## src/design/lpss_pkg.sv

```systemverilog
`timescale 1ns / 1ps
// Shared types and constants for the LED pattern sequencer and serialiser.
// No dependencies; used by lpss_shifter and led_pattern_sequencer_serializer_top.
package lpss_pkg;

    localparam int MAX_ELEMENTS_DEF       = 32;
    localparam int MAX_SCENARIO_COUNT_DEF = 16;
    localparam int FRAME_GROUP_BITS       = 32;

    localparam logic [1:0] OP_TICK       = 2'd0;
    localparam logic [1:0] OP_WR_PATTERN = 2'd1;
    localparam logic [1:0] OP_WR_COUNTS  = 2'd2;

    localparam logic [1:0] CFG_FIRST_BITS       = 2'd0;
    localparam logic [1:0] CFG_SECOND_BITS      = 2'd1;
    localparam logic [1:0] CFG_FIRST_SCENARIOS  = 2'd2;
    localparam logic [1:0] CFG_SECOND_SCENARIOS = 2'd3;

    localparam logic [5:0] RST_FIRST_BITS       = 6'd24;
    localparam logic [5:0] RST_SECOND_BITS      = 6'd16;
    localparam logic [4:0] RST_FIRST_SCENARIOS  = 5'd6;
    localparam logic [4:0] RST_SECOND_SCENARIOS = 5'd7;

    typedef enum logic [2:0] {
        ST_CLEAR,
        ST_IDLE,
        ST_WR_CNT,
        ST_TK_SLOT,
        ST_TK_PAT,
        ST_SHIFT
    } seq_state_t;

    typedef struct packed {
        logic        start;
        logic [31:0] word0;
        logic [31:0] word1;
        logic [5:0]  count0;
        logic [5:0]  count1;
    } frame_load_t;

endpackage

```

## src/design/lpss_shifter.sv

```systemverilog
`timescale 1ns / 1ps
// Frame serialiser: sends the low bits of two words LSB first through an output register.
// Depends on lpss_pkg.
module lpss_shifter
(
    input  logic                 clk,
    input  logic                 rst_n,
    input  lpss_pkg::frame_load_t load,
    output logic                 busy,
    output logic                 m_axis_tvalid,
    input  logic                 m_axis_tready,
    output logic [7:0]           m_axis_tdata,  // [0] serial_bit, [7:1] zero
    output logic                 m_axis_tlast   // latch_bit
);

    logic        active_reg, active_next;
    logic        phase_reg, phase_next;
    logic [5:0]  rem_reg, rem_next;
    logic [31:0] sh_reg, sh_next;
    logic [31:0] word1_reg, word1_next;
    logic [5:0]  cnt1_reg, cnt1_next;
    logic        out_valid_reg, out_valid_next;
    logic        out_bit_reg, out_bit_next;
    logic        out_last_reg, out_last_next;
    logic        take;

    always_ff @(posedge clk or negedge rst_n)
    begin
        if (!rst_n)
        begin
            active_reg    <= 1'b0;
            phase_reg     <= 1'b0;
            rem_reg       <= '0;
            out_valid_reg <= 1'b0;
        end
        else
        begin
            active_reg    <= active_next;
            phase_reg     <= phase_next;
            rem_reg       <= rem_next;
            out_valid_reg <= out_valid_next;
        end
    end

    always_ff @(posedge clk)
    begin
        sh_reg       <= sh_next;
        word1_reg    <= word1_next;
        cnt1_reg     <= cnt1_next;
        out_bit_reg  <= out_bit_next;
        out_last_reg <= out_last_next;
    end

    assign take = !out_valid_reg || m_axis_tready;

    always_comb
    begin
        active_next    = active_reg;
        phase_next     = phase_reg;
        rem_next       = rem_reg;
        sh_next        = sh_reg;
        word1_next     = word1_reg;
        cnt1_next      = cnt1_reg;
        out_valid_next = out_valid_reg;
        out_bit_next   = out_bit_reg;
        out_last_next  = out_last_reg;
        if (load.start)
        begin
            if (take)
            begin
                out_valid_next = 1'b0;
            end
            word1_next = load.word1;
            cnt1_next  = load.count1;
            if (load.count0 != 6'd0)
            begin
                active_next = 1'b1;
                phase_next  = 1'b0;
                rem_next    = load.count0;
                sh_next     = load.word0;
            end
            else if (load.count1 != 6'd0)
            begin
                active_next = 1'b1;
                phase_next  = 1'b1;
                rem_next    = load.count1;
                sh_next     = load.word1;
            end
            else
            begin
                active_next = 1'b0;
            end
        end
        else if (active_reg && take)
        begin
            out_valid_next = 1'b1;
            out_bit_next   = sh_reg[0];
            out_last_next  = (rem_reg == 6'd1) && (phase_reg || cnt1_reg == 6'd0);
            sh_next        = {1'b0, sh_reg[31:1]};
            rem_next       = rem_reg - 6'd1;
            if (rem_reg == 6'd1)
            begin
                if (!phase_reg && cnt1_reg != 6'd0)
                begin
                    phase_next = 1'b1;
                    sh_next    = word1_reg;
                    rem_next   = cnt1_reg;
                end
                else
                begin
                    active_next = 1'b0;
                end
            end
        end
        else if (take)
        begin
            out_valid_next = 1'b0;
        end
    end

    assign busy          = active_reg;
    assign m_axis_tvalid = out_valid_reg;
    assign m_axis_tdata  = {7'd0, out_bit_reg};
    assign m_axis_tlast  = out_last_reg;

endmodule

```

## config.mk

```make
export PLATFORM = sky130hd
export DESIGN_NAME = lpss_shifter
export DESIGN_NICKNAME = d
export VERILOG_FILES = /design/src/design/lpss_pkg.sv /design/src/design/lpss_shifter.sv
export SDC_FILE = /design/constraint.sdc
export NUM_CORES = 1
export LEC_CHECK = 0
export ABC_AREA = 1
export BUFFER_PORTS_ARGS = -buffer_cell sky130_fd_sc_hd__buf_2
export CAP_MARGIN = 10
export CORE_AREA = 2 2 113 115
export CTS_BUF_LIST = sky130_fd_sc_hd__clkbuf_16
export DETAILED_ROUTE_END_ITERATION = 16
export DIE_AREA = 0 0 115 117
export GPL_TIMING_DRIVEN = 0
export PLACE_DENSITY = 0.62
export SLEW_MARGIN = 30
export SYNTH_ARGS = -nofsm -noshare
export SYNTH_HDL_FRONTEND = slang
export SYNTH_SLANG_ARGS = --single-unit
```

## constraint.sdc

```tcl
create_clock -name clk -period 1.9 [get_ports clk]
set_input_delay 0.19 -clock clk [delete_from_list [all_inputs] [get_ports clk]]
set_output_delay 0.19 -clock clk [all_outputs]
set_load 0.02 [all_outputs]
```

Word level (Yosys, flattened, before mapping)
Index checks and enable logic that the tools add are counted.
W data, S select, Z words.
- bits in registers: 81
- bits in latches: 0
- bits in writable memories: 0
- bits in read-only memories: 0
- bits of input ports: 80
- output and inout bits: 11
- word-level logic and storage cells: 59
- memories: 0
- $add $sub $neg: 1
- multipliers: 0
- divide/modulo/power cells: 0
- order comparisons: 0
- equality and inequality tests: 3
- shift operators: 0
- mux-type cells: 27
- bitwise gates (word level): 1
- reduce and logical (&&, ||, !) cells: 18
- operator list (kind ; number):
    $mux W32 ; 6
    $mux W6 ; 6
    $reduce_bool A6 Y1 ; 3
    $mux W1 ; 15
    $eq A6 B1 Y1 const B ; 1
    $logic_not A6 Y1 ; 1
    $reduce_bool A2 Y1 ; 3
    $sub A6 B1 Y6 const B ; 1
    $reduce_and A2 Y1 ; 2
    $reduce_and A4 Y1 ; 1
    $logic_and A1 B1 Y1 ; 3
    $ne A3 B1 Y1 const B ; 1
    $reduce_and A3 Y1 ; 1
    $logic_not A1 Y1 ; 2
    $logic_or A1 B1 Y1 ; 2
    $ne A2 B2 Y1 const B ; 1
    $not A1 Y1 ; 1

Logic depth before layout (Yosys ltp)
- word-level depth: 6
- depth in mapped cells: 9
- depth with buffers taken out: 8

Worst setup path after synthesis
OpenSTA, ideal clock, no wires.
- kind: register to register
- start point: reg with a tool-made name
- end point: reg sh_reg[0], enable pin
- library setup time: 0.375 ns
- arrival time: 1.273 ns
- required time: 1.525 ns
- path slack: 0.253 ns
- cell stages (with the launch flop): 7
- path buffers: 0
- period minus slack after synthesis: 1.647 ns
- cell sequence: dfrtp_1 inv_1 or2_1 nand2_1 nand2_1 o21ai_2 inv_2
- RTL lines (what ; RTL line ; text):
    to (signal assigned) ; lpss_shifter.sv:47 ; sh_reg <= sh_next;
    to (decl) ; lpss_shifter.sv:19 ; logic [31:0] sh_reg, sh_next;

Final worst setup path
- start point: reg rem_reg[1]
- end point: reg sh_reg[17], data pin
- cells in the longest elaborated chain, start to end: 4
- RTL lines (what ; RTL line ; text):
    from (decl) ; lpss_shifter.sv:18 ; logic [5:0] rem_reg, rem_next;
    from (signal assigned) ; lpss_shifter.sv:40 ; rem_reg <= rem_next;
    $eq A6 B1 Y1 ; lpss_shifter.sv:101 ; if (rem_reg == 6'd1)
    $mux W32 ; lpss_shifter.sv:101 ;
    $mux W32 ; lpss_shifter.sv:94 ; else if (active_reg && take)
    $mux W32 ; lpss_shifter.sv:67 ; if (load.start)
    named net sh_next[17] ; lpss_shifter.sv:19 ;
The timed path passes the listed nets, and every way through them passes these cells. The select of a mux whose other input is x is not followed.
A chain may end at the register's enable or synchronous reset.

==> impl_metrics.yaml <==
global_routing:
  grt_max_degree: 42
  grt_use_total: 0.143
  antenna_found_initial: 0
  grt_pass1_wl_mm: 14.8
  grt_pass1_vias: 3030
  overflow: 0
drt:
  totalWireLength_mm: 9.18
  vias: 2954
  wl_per_cell_um: 14.9
  drc: 0
  dr.pass1.iters: 4
  ant_nets: 0
  drt_iter0_markers: 119
  vias_per_cell: 4.80
worst_hold_path:
  hold_path_class: "in2reg"
  hold_start: "load[43]"
  holdPathStages: 1
  min_to: "word1_reg[31]"
logic_synthesis:
  synth-edff-count: 72
  synth.top_cells.by_count: "edfxtp_1 (72), nand2_1 (65), a22oi_1 (32), or2_0 (31), nor2_1 (30)"
  avgSynthCellArea_um2: 11.3
  synth.area.top_cells: "edfxtp_1 (53%), o211ai_2 (7.4%), nand2_1 (6.0%), a22oi_1 (5.9%), dfrtp_1 (5.6%)"
  syn_inst: 357
  yosys_warnings: 0
  yosysTopAreaCell: "edfxtp_1"
  synthAdderAreaFrac: 0.00619
  synth-seq-cells: 81
  synth_area_um2: 4040
  post-synth-top-count-cell: "edfxtp_1"
  synth_mux_area_frac: 0
  async_reset_ff_frac: 0.111
  synth_top_family_by_area: "simple AND/OR/NAND/NOR gates"
  synth_seq_area_share: 0.590
  yosys.area.top_type_share: 0.535
  synthXorXnorAreaFrac: 0.00433
  synth_cell_type_count: 29
  synth_compound_area_frac: 0.161
  synth-simple-area-share: 0.177
  synthFlopType: "edfxtp_1"
placed_design:
  hpwl_mm: 6.48
  gp_congestion: 0.817
  dp.cells: 596
  portBuffers: 83
  post-place-ws_ps: -824
critical_path:
  slowest_delay_ps: 410
  reg2reg_depth: 9
  rrSetupSlack_ps: 120
  cp.arrival_ps: 1860
  r2r-start: "rem_reg[1]"
  crit_type: "reg2reg"
  worstPathCellList: "inv_2 -> ha_2 -> nand2_1 -> nor2_4 -> nand3_4 -> buf_6 -> or2_0 -> o211ai_2 -> nand2_1"
  cp_slowest_cell: "dfrtp_1"
  required_ps: 1980
  cp_max_fo: 10
  start_kind: "flop"
  end_kind: "flop"
  timing.rr.end: "sh_reg[17]"
  cp_common_cell: "nand2_1"
clock_tree:
  clock_latency_ps: 330
  cts_tree: "yes"
  clockBufferDepth: 2
  cts-buffers-inserted: 9
  clk_root_buffer_cell: "clkbuf_16"
  cts_sinks: 81
  path_clk_slew_ps: 60
  htreeDepth: 3
die:
  start_util: 0.328
  core_um2: 12300
  ioPinCount: 91
  rows: 41
  die_h_um: 117
  dieArea_um2: 13500
  dieWidth_um: 115
layout:
  fin_util: 0.409
  finalNonFillerCells: 616
  drive_above_1_share: 0.337
  diodes: 0
  fin_nets: 543
  syn_to_final_growth_pct: 24.5
sta:
  fin_skew_ps: 9.35
  tightest_slew_ps: 680
  final.min_clock_period_ps: 1780
  drv_slew: 0
  slew_headroom: 0.547
  setup_viol: 0
  setup_tns_ps: 0
  finalHoldViolations: 0
  finalCritPeriodShare: 0.937
  max_freq_ghz: 0.562
  layout_setup_ws_ps: 121
  rsz0062_at_grt: "no"
flow_run:
  maxCapViolations: 0
status:
  status: "finished clean"
power:
  ir_drop_v: 0.000344
  cellLeakagePower_uw: 0.00211
  cellPowerDensity_nw_per_um2: 924
## layout by cell type, fill, tap and decap left out, types with 2 or more instances in the layout
| cell type | synthesis | final |
|---|---|---|
| conb_1 | 1 | 7 |
| clkbuf_1 | 5 | 5 |
| inv_1 | 17 | 16 |
| nand3_1 | 14 | 14 |
| nand2_1 | 65 | 65 |
| o21ai_0 | 4 | 4 |
| a22oi_1 | 32 | 32 |
| buf_2 | 7 | 89 |
| nand2_2 | 5 | 5 |
| or2_0 | 31 | 31 |
| buf_6 | 4 | 5 |
| o211ai_2 | 24 | 24 |
| nor2_1 | 30 | 30 |
| dfrtp_1 | 9 | 9 |
| inv_2 | 2 | 2 |
| bufinv_16 | 0 | 2 |
| edfxtp_1 | 72 | 72 |
| nor2_4 | 2 | 2 |
| nand4_1 | 2 | 2 |
| clkbuf_16 | 0 | 9 |
| a21oi_1 | 6 | 6 |
| o211ai_1 | 7 | 7 |
| clkinv_1 | 0 | 3 |
| buf_4 | 9 | 11 |
## worst max-delay path by stage
stage	slack, ps	endpoint	start	cells past startpoint
global placement	-780	sh_reg[17]	load[76]	5
global route	10	sh_reg[5]	rem_reg[1]	9
finish	120	sh_reg[17]	rem_reg[1]	9
CTS	20	sh_reg[17]	rem_reg[1]	9
detailed placement	-820	sh_reg[19]	load[76]	5
floorplan	250	sh_reg[0]	flop	6
## metal layers
| layer | track usage | wire [um] |
|---|---|---|
| met3 | 0.0232 | 301 |
| met4 | 0.0570 | 161 |
| met5 | 0 | 0 |
| met2 | 0.244 | 4590 |
| met1 | 0.184 | 4120 |
## area by class of cell
class	instances	area, um2
Fill cell	1200	7280
Sequential cell	81	2390
Multi-Input combinational cell	237	1440
Timing Repair Buffer	87	467
Clock buffer	9	225
Tap cell	150	188
Buffer	26	170
Clock inverter	7	85.1
Inverter	19	73.8
## worst max-delay path: cells and delay by family (launching register included)
family | cells | cell delay (ps)
adder cells (fa/ha/maj) | 1 | 170
buffers and inverters | 2 | 250
flip-flops | 1 | 410
AO/OA/AOI/OAI | 1 | 80
AND/OR/NAND/NOR | 5 | 620
## report_power, final
part | switching (uW) | total (uW) | leakage [uW] | internal, uW
Sequential | 92.8 | 2260 | 0.000831 | 2170
Combinational | 326 | 578 | 0.00113 | 252
Clock | 679 | 1820 | 0.000152 | 1140
## through the flow
| step | area (um2) | hold WS, ps | power [uW] |
|---|---|---|---|
| final | 5040 | 44.1 | 4650 |
| after global routing | 5040 | 37.7 | 4860 |
| after CTS | 4990 | 37.9 | 4690 |
| after detailed placement | 4670 | 66.1 | 2870 |
| after global placement | 4670 | 59.5 | 2850 |
| after floorplan | 4070 | -106 | 2640 |
## cell families after synthesis
group | count (synthesis)
AOI/OAI and AO/OA | 74
xor gates and xnor gates | 2
DFF | 81
other | 1
and+or+nand+nor | 152
adders and majority gates | 2
buffers and inverters | 45
## what timing repair did
| action | CTS | global route |
|---|---|---|
| hold endpoints to repair | 9 | 0 |
| hold buffers | 1 | 0 |
| setup endpoints to repair | 71 | 26 |
| gates resized for setup | 2 | 3 |
| pin swaps | 0 | 1 |
| buffers inserted | 0 | 3 |
Power figures use the tool's default switching activity.
